**src/hw/rtl/mpr_pkg.sv**
```systemverilog
`default_nettype none

package mpr_pkg;

    // Field widths
    localparam int NUM_W   = 64;
    localparam int DEPTH_W = 4;

    // Decimal form of one 64-bit value: 20 BCD digits
    localparam int BCD_DIGITS = 20;
    localparam int BCD_W      = BCD_DIGITS * 4;

    // Binary to BCD conversion: bits shifted in per cycle, conversion steps per number
    localparam int CONV_BITS  = 4;
    localparam int CONV_STEPS = NUM_W / CONV_BITS;
    localparam int CONV_CNT_W = $clog2(CONV_STEPS);

    localparam logic [NUM_W-1:0]   RADIX     = NUM_W'(10);
    localparam logic [DEPTH_W-1:0] DEPTH_MAX = DEPTH_W'(15);

    typedef enum logic [2:0] {
        ST_IDLE,
        ST_CHECK,
        ST_CONV,
        ST_MULT,
        ST_UPDATE
    } t_state;

    // Controller to datapath
    typedef struct packed {
        logic load;        // capture a new candidate
        logic conv_start;  // begin a round: load the BCD converter
        logic conv_step;   // shift CONV_BITS bits into the BCD register
        logic mult_step;   // fold one digit into the product
        logic commit;      // update the record and write the result register
    } t_dp_cmd;

    // Datapath to controller
    typedef struct packed {
        logic rounds_done; // one digit left, or depth saturated
        logic conv_last;   // this conversion step is the final one
        logic mult_last;   // this digit is the final one of the round
    } t_dp_sts;

endpackage

`default_nettype wire

```
**src/hw/rtl/multiplicative_persistence_record_top.sv**
```systemverilog
`default_nettype none

// Channel   Direction  Handshake          Payload
// request   in         i_valid / o_stall  i_candidate_number[63:0]
// result    out        o_valid / i_stall  o_persistence_depth[3:0], o_record_updated,
//                                         o_best_number[63:0], o_best_depth[3:0]
//
// Each request runs rounds until one digit remains or the depth saturates. A round
// converts the value to BCD, 4 bits a cycle, then folds its digits (at most 20, fewer
// on a zero digit) into the product with the single 64x4 multiplier, one digit per
// cycle.
// Reset (i_rst_n low, synchronous) sets the record to number 1 at depth 0.
// A result held by i_stall holds the block in its update state; a new request is
// taken as soon as the result register has been written.

module multiplicative_persistence_record_top (
    input  wire logic                        i_clk,
    input  wire logic                        i_rst_n,
    // request channel
    input  wire logic                        i_valid,
    output logic                             o_stall,
    input  wire logic [mpr_pkg::NUM_W-1:0]   i_candidate_number,
    // result channel
    output logic                             o_valid,
    input  wire logic                        i_stall,
    output logic      [mpr_pkg::DEPTH_W-1:0] o_persistence_depth,
    output logic                             o_record_updated,
    output logic      [mpr_pkg::NUM_W-1:0]   o_best_number,
    output logic      [mpr_pkg::DEPTH_W-1:0] o_best_depth
);

    // Command and status between the sequencer and the datapath
    mpr_pkg::t_dp_cmd w_cmd;
    mpr_pkg::t_dp_sts w_sts;

    // Sequencer: accept, run rounds until one digit remains or the depth saturates, then commit
    mpr_ctrl u_ctrl (
        .i_clk   (i_clk),
        .i_rst_n (i_rst_n),
        .i_valid (i_valid),
        .o_stall (o_stall),
        .o_valid (o_valid),
        .i_stall (i_stall),
        .o_cmd   (w_cmd),
        .i_sts   (w_sts)
    );

    // Datapath: BCD conversion, digit product, depth count, record and result registers
    mpr_datapath u_datapath (
        .i_clk               (i_clk),
        .i_rst_n             (i_rst_n),
        .i_cmd               (w_cmd),
        .o_sts               (w_sts),
        .i_candidate_number  (i_candidate_number),
        .o_persistence_depth (o_persistence_depth),
        .o_record_updated    (o_record_updated),
        .o_best_number       (o_best_number),
        .o_best_depth        (o_best_depth)
    );

endmodule

`default_nettype wire

```
**src/hw/rtl/mpr_datapath.sv**
```systemverilog
`default_nettype none

module mpr_datapath (
    input  wire logic                          i_clk,
    input  wire logic                          i_rst_n,
    input  wire mpr_pkg::t_dp_cmd              i_cmd,
    output mpr_pkg::t_dp_sts                   o_sts,
    input  wire logic [mpr_pkg::NUM_W-1:0]     i_candidate_number,
    output logic      [mpr_pkg::DEPTH_W-1:0]   o_persistence_depth,
    output logic                               o_record_updated,
    output logic      [mpr_pkg::NUM_W-1:0]     o_best_number,
    output logic      [mpr_pkg::DEPTH_W-1:0]   o_best_depth
);

    logic [mpr_pkg::NUM_W-1:0]      r_cand;
    logic [mpr_pkg::NUM_W-1:0]      r_value;
    logic [mpr_pkg::DEPTH_W-1:0]    r_depth;
    logic [mpr_pkg::NUM_W-1:0]      r_shift;
    logic [mpr_pkg::BCD_W-1:0]      r_bcd;
    logic [mpr_pkg::CONV_CNT_W-1:0] r_conv_cnt;
    logic [mpr_pkg::NUM_W-1:0]      r_prod;
    logic [mpr_pkg::NUM_W-1:0]      r_best_number;
    logic [mpr_pkg::DEPTH_W-1:0]    r_best_depth;

    logic [mpr_pkg::NUM_W-1:0]      n_shift;
    logic [mpr_pkg::BCD_W-1:0]      n_bcd_conv;
    logic [mpr_pkg::NUM_W-1:0]      n_prod;
    logic                           w_deeper;
    logic                           w_update;

    // Double dabble: CONV_BITS bits per cycle, adjust every digit before each shift
    always_comb begin
        n_bcd_conv = r_bcd;
        n_shift    = r_shift;
        for (int s = 0; s < mpr_pkg::CONV_BITS; s++) begin
            for (int d = 0; d < mpr_pkg::BCD_DIGITS; d++) begin
                if (n_bcd_conv[d*4 +: 4] >= 4'd5) begin
                    n_bcd_conv[d*4 +: 4] = n_bcd_conv[d*4 +: 4] + 4'd3;
                end
            end
            n_bcd_conv = {n_bcd_conv[mpr_pkg::BCD_W-2:0], n_shift[mpr_pkg::NUM_W-1]};
            n_shift    = {n_shift[mpr_pkg::NUM_W-2:0], 1'b0};
        end
    end

    // One digit into the product per cycle, lowest digit first
    assign n_prod = r_prod * mpr_pkg::NUM_W'(r_bcd[3:0]);

    always_comb begin
        o_sts.rounds_done = (r_value < mpr_pkg::RADIX) || (r_depth == mpr_pkg::DEPTH_MAX);
        o_sts.conv_last   = (r_conv_cnt == mpr_pkg::CONV_CNT_W'(mpr_pkg::CONV_STEPS - 1));
        // a zero digit clears the product, so stop there too
        o_sts.mult_last   = (r_bcd[mpr_pkg::BCD_W-1:4] == '0) || (r_bcd[3:0] == 4'd0);
    end

    assign w_deeper = (r_depth > r_best_depth);
    assign w_update = w_deeper || ((r_depth == r_best_depth) && (r_cand < r_best_number));

    // Record: reset to number one at depth zero
    always_ff @(posedge i_clk) begin
        if (!i_rst_n) begin
            r_best_number <= mpr_pkg::NUM_W'(1);
            r_best_depth  <= '0;
        end else if (i_cmd.commit && w_update) begin
            r_best_number <= r_cand;
            if (w_deeper) begin
                r_best_depth <= r_depth;
            end
        end
    end

    // Working registers
    always_ff @(posedge i_clk) begin
        if (i_cmd.load) begin
            r_cand  <= i_candidate_number;
            r_value <= i_candidate_number;
            r_depth <= '0;
        end
        if (i_cmd.conv_start) begin
            r_shift    <= r_value;
            r_bcd      <= '0;
            r_conv_cnt <= '0;
            r_prod     <= mpr_pkg::NUM_W'(1);
        end
        if (i_cmd.conv_step) begin
            r_shift    <= n_shift;
            r_bcd      <= n_bcd_conv;
            r_conv_cnt <= r_conv_cnt + mpr_pkg::CONV_CNT_W'(1);
        end
        if (i_cmd.mult_step) begin
            r_prod <= n_prod;
            r_bcd  <= {4'd0, r_bcd[mpr_pkg::BCD_W-1:4]};
            if (o_sts.mult_last) begin
                r_value <= n_prod;
                r_depth <= r_depth + mpr_pkg::DEPTH_W'(1);
            end
        end
    end

    // Result register
    always_ff @(posedge i_clk) begin
        if (i_cmd.commit) begin
            o_persistence_depth <= r_depth;
            o_record_updated    <= w_update;
            o_best_number       <= w_update ? r_cand : r_best_number;
            o_best_depth        <= w_deeper ? r_depth : r_best_depth;
        end
    end

endmodule

`default_nettype wire

```
**src/hw/rtl/mpr_ctrl.sv**
```systemverilog
`default_nettype none

module mpr_ctrl (
    input  wire logic             i_clk,
    input  wire logic             i_rst_n,
    input  wire logic             i_valid,
    output logic                  o_stall,
    output logic                  o_valid,
    input  wire logic             i_stall,
    output mpr_pkg::t_dp_cmd      o_cmd,
    input  wire mpr_pkg::t_dp_sts i_sts
);

    mpr_pkg::t_state r_state;
    mpr_pkg::t_state n_state;
    logic            r_out_valid;
    logic            n_out_valid;
    logic            w_out_busy;

    assign w_out_busy = r_out_valid && i_stall;

    // Next state
    always_comb begin
        n_state = r_state;
        case (r_state)
            mpr_pkg::ST_IDLE: begin
                if (i_valid) begin
                    n_state = mpr_pkg::ST_CHECK;
                end
            end
            mpr_pkg::ST_CHECK: begin
                n_state = i_sts.rounds_done ? mpr_pkg::ST_UPDATE : mpr_pkg::ST_CONV;
            end
            mpr_pkg::ST_CONV: begin
                if (i_sts.conv_last) begin
                    n_state = mpr_pkg::ST_MULT;
                end
            end
            mpr_pkg::ST_MULT: begin
                if (i_sts.mult_last) begin
                    n_state = mpr_pkg::ST_CHECK;
                end
            end
            mpr_pkg::ST_UPDATE: begin
                if (!w_out_busy) begin
                    n_state = mpr_pkg::ST_IDLE;
                end
            end
            default: begin
                n_state = mpr_pkg::ST_IDLE;
            end
        endcase
    end

    // Outputs
    always_comb begin
        o_cmd   = '0;
        o_stall = 1'b1;
        case (r_state)
            mpr_pkg::ST_IDLE: begin
                o_stall    = 1'b0;
                o_cmd.load = i_valid;
            end
            mpr_pkg::ST_CHECK: begin
                o_cmd.conv_start = !i_sts.rounds_done;
            end
            mpr_pkg::ST_CONV: begin
                o_cmd.conv_step = 1'b1;
            end
            mpr_pkg::ST_MULT: begin
                o_cmd.mult_step = 1'b1;
            end
            mpr_pkg::ST_UPDATE: begin
                o_cmd.commit = !w_out_busy;
            end
            default: begin
                o_cmd = '0;
            end
        endcase
    end

    assign n_out_valid = o_cmd.commit || w_out_busy;
    assign o_valid     = r_out_valid;

    always_ff @(posedge i_clk) begin
        if (!i_rst_n) begin
            r_state     <= mpr_pkg::ST_IDLE;
            r_out_valid <= 1'b0;
        end else begin
            r_state     <= n_state;
            r_out_valid <= n_out_valid;
        end
    end

endmodule

`default_nettype wire
```
**config.mk**
```make
export PLATFORM = sky130hd
export DESIGN_NAME = multiplicative_persistence_record_top
export DESIGN_NICKNAME = d
export VERILOG_FILES = /design/src/hw/rtl/mpr_pkg.sv /design/src/hw/rtl/multiplicative_persistence_record_top.sv /design/src/hw/rtl/mpr_datapath.sv /design/src/hw/rtl/mpr_ctrl.sv
export SDC_FILE = /design/constraint.sdc
export NUM_CORES = 2
export LEC_CHECK = 0
export BUFFER_PORTS_ARGS = -buffer_cell sky130_fd_sc_hd__buf_2
export CORE_MARGIN = 5
export CORE_UTILIZATION = 60
export DETAILED_ROUTE_END_ITERATION = 8
export PLACE_DENSITY = 0.78
export SLEW_MARGIN = 25
export SYNTH_ARGS = -nofsm -noshare
export SYNTH_HDL_FRONTEND = slang
export SYNTH_SLANG_ARGS = --single-unit
export TNS_END_PERCENT = 1
```
**constraint.sdc**
```tcl
create_clock -name i_clk -period 6.57 [get_ports i_clk]
set_input_delay 1.314 -clock i_clk [delete_from_list [all_inputs] [get_ports i_clk]]
set_output_delay 1.314 -clock i_clk [all_outputs]
set_load 0.005 [all_outputs]
```
* Word-level counts from Yosys, hierarchy flattened
Cells that the tools add are included.
Operators by class: reduce and logical (&&, ||, !) cells 16, add/subtract/negate cells 82, magnitude comparators 83, multiply operators 1, eq/ne operators 11, mux-type cells 109
Operator list (count):
- 64-bit two-way mux | 8
- 4-bit two-way mux | 82
- 4-bit by 3-bit >= comparator with 1-bit output, second input constant | 80
- 4-bit by 2-bit adder with 4-bit output, second input constant | 76
- 80-bit two-way mux | 2
- 76-bit zero test | 1
- 76-bit two-way mux | 1
- 64-bit by 4-bit less-than comparator with 1-bit output, second input constant | 1
- 64-bit less-than comparator | 1
- 64-bit by 4-bit multiplier with 64-bit output | 1
- 3-bit two-way mux | 9
- 3-bit one-hot mux with 5 select lines | 1
- 3-bit by 2-bit adder with 3-bit output, second input constant | 4
- 4-bit by 1-bit adder with 4-bit output, second input constant | 2
- 4-bit equality test, second input constant | 2
- 3-bit by 2-bit equality test with 1-bit output, second input constant | 2
- 1-bit two-way mux | 6
- 4-bit equality test | 1
- 4-bit greater-than comparator | 1
- 4-bit zero test | 1
- 1-bit logical OR | 4
- 2-bit by 1-bit inequality test with 1-bit output, second input constant | 2
- 2-bit inequality test, second input constant | 2
- 4-bit AND reduction | 1
- 7 further kinds | 11
Storage, ports and cells: flip-flop bits (word level) 489, word-level logic and storage cells 319, output and inout bits 75

* Logic depth before layout (Yosys ltp)
word-level depth 10, gate-level depth with buffers 21, gate-level depth less buffers 21

* Modules after synthesis
Synthesis repeated with hierarchy kept, for this count alone.
Unflattened totals: cells, all modules 4361, area, all modules 39823.2 um^2
Modules (own cells, without submodules):
- mpr_datapath | cells each 4323, times used 1, area each 39540.4 um^2
- mpr_ctrl | cells each 38, times used 1, area each 282.8 um^2

* Worst setup path after synthesis
No wires, ideal clock.
kind input -> register, start point input i_stall, end point register u_datapath.r_best_depth[0] in the netlist's numbering, buffers on the path 3, setup slack 405 ps, setup time 72 ps, required time 6498 ps, data arrival time 6094 ps, stages on the path 6, cells stage by stage a21oi_1 > and3_1 > buf_2 > buf_2 > buf_2 > mux2i_1
Between the ends: word-level cells in the longest chain between the ends 4
Ends and longest elaborated chain:
- from (decl) | RTL line multiplicative_persistence_record_top.sv:25 | input wire logic i_stall,
- 1-bit logical AND | RTL line mpr_ctrl.sv:20 | assign w_out_busy = r_out_valid && i_stall;
- 1-bit zero test
- 1-bit two-way mux | RTL line mpr_ctrl.sv:59 | case (r_state)
- 1-bit logical AND | RTL line mpr_datapath.sv:64 | end else if (i_cmd.commit && w_update) begin
- to (signal assigned) | RTL line mpr_datapath.sv:67 | r_best_depth <= r_depth;
- to (decl) | RTL line mpr_datapath.sv:23 | logic [mpr_pkg::DEPTH_W-1:0] r_best_depth;
Every way passes these cells. A chain may end at the register's enable or synchronous reset.

* Worst setup path after layout
start point register u_datapath.r_bcd[3] in the netlist's numbering, end point register u_datapath.r_prod[48] in the netlist's numbering, data pin
Between the ends: word-level cells in the longest chain between the ends 2
Ends and longest elaborated chain:
- from (decl) | RTL line mpr_datapath.sv:19 | logic [mpr_pkg::BCD_W-1:0] r_bcd;
- from (signal assigned) | RTL line mpr_datapath.sv:87 | r_bcd <= n_bcd_conv;
- from (signal assigned) | RTL line mpr_datapath.sv:92 | r_bcd <= {4'd0, r_bcd[mpr_pkg::BCD_W-1:4]};
- 64-bit by 4-bit multiplier with 64-bit output | RTL line mpr_datapath.sv:47 | assign n_prod = r_prod * mpr_pkg::NUM_W'(r_bcd[3:0]);
- 64-bit two-way mux | RTL line mpr_datapath.sv:90 | if (i_cmd.mult_step) begin
- to (signal assigned) | RTL line mpr_datapath.sv:83 | r_prod <= mpr_pkg::NUM_W'(1);
- to (signal assigned) | RTL line mpr_datapath.sv:91 | r_prod <= n_prod;
- to (decl) | RTL line mpr_datapath.sv:21 | logic [mpr_pkg::NUM_W-1:0] r_prod;
Every way passes these cells.

==> flow_summary.ini <==
[die]
pin_count = 143
start_util_pct = 60.24
rows = 91
fp.coreArea_um2 = 61260
die_w_um = 258.0
die_h_um = 258.0
die-area_um2 = 66560

[clock_tree]
cts_tree = done
clock_sinks = 489
post_cts_resized = 0
ctsHoldBuffers = 0
cts_setup_buffers = 0
insertion_delay_ns = 0.63
path_clk_slew_ns = 0.07
clk_path_buf_depth = 3
htreeDepth = 2
cts-root-buf = clkbuf_16
numCtsBuffers = 51

[timing]
setup_violations = 0
finClkSkew_ns = 0.03569
hold_viol_final = 0
fin_crit_ns = 5.318
tns_ns = 0
slew_headroom_pct = 29.11
slew_violations = 0
rsz0062_at_grt = false
min_period_over_period_pct = 80.94
fmax_mhz = 188.0
worst-slew-pin-transition_ns = 1.063

[grt]
grt_usage_pct = 27.32
overflow = 0
grt_pass1_vias = 27893
grt_pass1_wl_mm = 149.6
grt_max_degree = 88
antenna_found_initial = 3

[route]
route.met3.wl_mm = 7.578
num_vias = 29620
ant_nets = 0
drt_first_pass_iters = 5
wl_mm = 93.61
wl_met1_mm = 42.07
post_drt_wl_per_cell_um = 19.37
via_per_inst = 6.130
top_layer = met4
met2_length_mm = 41.85
drc_errors = 0
drtIter0Drc = 2923

[placement]
io_buffer_count = 142
dp_hpwl_mm = 68.74
gp_congestion = 0.9257

[synth]
ys_types = 97
synthesis.nets = 4364
synth_top_area_share_pct = 27.75
synthMuxAreaShare_pct = 6.103
synth_warnings = 0
synth_top_area_cell = edfxtp_1
synth_compound_area_share_pct = 18.35
synth_fa_ha_area_share_pct = 15.08
synth_flop_cell = edfxtp_1
postSynthAreaPerCell_um2 = 9.404
seq_area_frac_synth_pct = 35.78
synth_most_common_cell = inv_1
synth_xor_area_share_pct = 3.299
postSynthCellCount = 3924
ys_async_sr_fraction_pct = 0
synth-simple-area-share_pct = 15.50
syn_area_um2 = 36900
synth.top_cells.by_area = edfxtp_1 (28%), ha_1 (8.5%), dfxtp_1 (8.0%)
synth_edf_count = 341
synth_seq_cells = 489
synthTopCellsByCount = inv_1 (406), nand2_1 (345), edfxtp_1 (341)
synth_top_family_by_area = compound AO/OA/AOI/OAI gates

[worst_setup_path]
start_kind = register
r2r_cells = 17
cp-endpoint = u_datapath.r_prod[48]$_SDFFCE_PN0P_
cp_slowest_cell = a221oi_1
end_kind = register
cp.arrival_ns = 5.65
r2r-start = u_datapath.r_bcd[3]$_DFFE_PP_
worstPathRequired_ns = 6.90
path_class = register to register
crit_path_max_fanout = 27
crit_chain = buf_4, and2_1, fa_1, inv_1, fa_1, inv_1, ha_1, nor2b_1, o2111ai_1, nand2_1, a31oi_1, o211ai_1, a221oi_1, o211ai_1, nand4_1, a21o_1, a21oi_1
max_stage_delay_ns = 0.64
crit_start = u_datapath.r_bcd[3]$_DFFE_PP_
reg2reg_slack_ns = 1.25
regToRegEndpoint = u_datapath.r_prod[48]$_SDFFCE_PN0P_

[run]
maxCapViolCount = 0

[pwr]
power_mw = 15.14
static-leakage-power_nw = 16.28
p_per_area_nw_per_um2 = 378.1
vdd_drop_max_mv = 0.3660

[layout]
drive_above_1_share_pct = 11.84
syn2layout_area_growth_pct = 8.538
layout.nets = 4435
fin_util_pct = 65.38
nFillCells = 4857

[worst_hold_path]
hold_path.class = register to register
holdPathStages = 2

[status]
status = finished clean
## state kept, by name, summed over array words and instances, names as in the netlist, 64 cells and up
name                      cells
u_datapath.r_bcd             80
u_datapath.o_best_number     64
u_datapath.r_best_number     64
u_datapath.r_cand            64
u_datapath.r_prod            64
u_datapath.r_shift           64
u_datapath.r_value           64
## per-layer routing
layer,vias up,track usage [%]
met5,-,0
met2,1100,42.93
met4,0,7.016
met1,14205,39.63
met3,128,4.693
li1,14187,-
## power by group
part           internal [mW]  switching [mW]
Clock                   1.65            1.30
Sequential              3.68           0.293
Combinational           3.13            5.08
Total                   8.47            6.67
## kinds of logic (layout without fill, tap and decap cells)
kind of cell	after synthesis	after routing
other	0	5
DFF	489	489
adders and majority gates	372	372
buffers and inverters	572	685
muxes	212	212
xor gates and xnor gates	127	127
AOI/OAI and AO/OA	1013	1013
and+or+nand+nor	1139	1139
## cell usage in the layout (no fill, tap or decap), types with 73 or more instances in the layout
cell type	count
xnor2_1	73
and2_1	192
dfxtp_1	148
edfxtp_1	341
a21oi_1	287
a21o_1	77
nand2_1	342
ha_1	251
o21ai_0	143
fa_1	121
mux2_2	99
nor2_1	198
inv_1	403
buf_2	141
mux2i_1	111
## critical path, delay by kind of cell (launching register included)
family                     cells  cell delay (ns)
buffers and inverters          3             0.40
AOI/OAI and AO/OA              7             2.00
and+or+nand+nor                4             0.73
DFF                            1             0.53
adders and majority gates      3             1.40
## per-stage QoR
stage	area, um^2	setup slack (ns)	hold WS, ns	std cells
6_report	40050	1.252	0.4733	4832
5_1_grt	40040	0.9588	0.4954	4829
4_1_cts	40030	1.298	0.4707	4827
3_5_place_dp	38320	1.307	0.4601	4732
3_3_place_gp	38320	1.330	0.4545	4732
2_1_floorplan	36900	0.4048	0.4443	3924
## worst min-delay path by stage
stage / start / end / slack [ns]
after floorplan: u_datapath.r_best_depth[1]$_SDFFE_PN0P_ / u_datapath.r_best_depth[1]$_SDFFE_PN0P_ / 0.44
after global placement: u_datapath.r_best_number[59]$_SDFFE_PN0P_ / u_datapath.r_best_number[59]$_SDFFE_PN0P_ / 0.45
after detailed placement: u_datapath.r_best_number[21]$_SDFFE_PN0P_ / u_datapath.r_best_number[21]$_SDFFE_PN0P_ / 0.46
after CTS: u_datapath.r_best_number[21]$_SDFFE_PN0P_ / u_datapath.r_best_number[21]$_SDFFE_PN0P_ / 0.47
after global routing: u_datapath.r_best_number[43]$_SDFFE_PN0P_ / u_datapath.r_best_number[43]$_SDFFE_PN0P_ / 0.50
final: u_datapath.r_best_number[54]$_SDFFE_PN0P_ / u_datapath.r_best_number[54]$_SDFFE_PN0P_ / 0.47
## cell type report
cell class	instances	area (um^2)	area share [%]
Timing Repair Buffer	173	962.2	2.402
Inverter	417	1567	3.911
Sequential cell	489	13200	32.96
Antenna cell	5	12.51	0.03124
Multi-Input combinational cell	2863	21610	53.95
Tap cell	790	988.4	2.468
Clock buffer	68	1486	3.711
Clock inverter	27	226.5	0.5654
(Power assumes the default switching activity.)
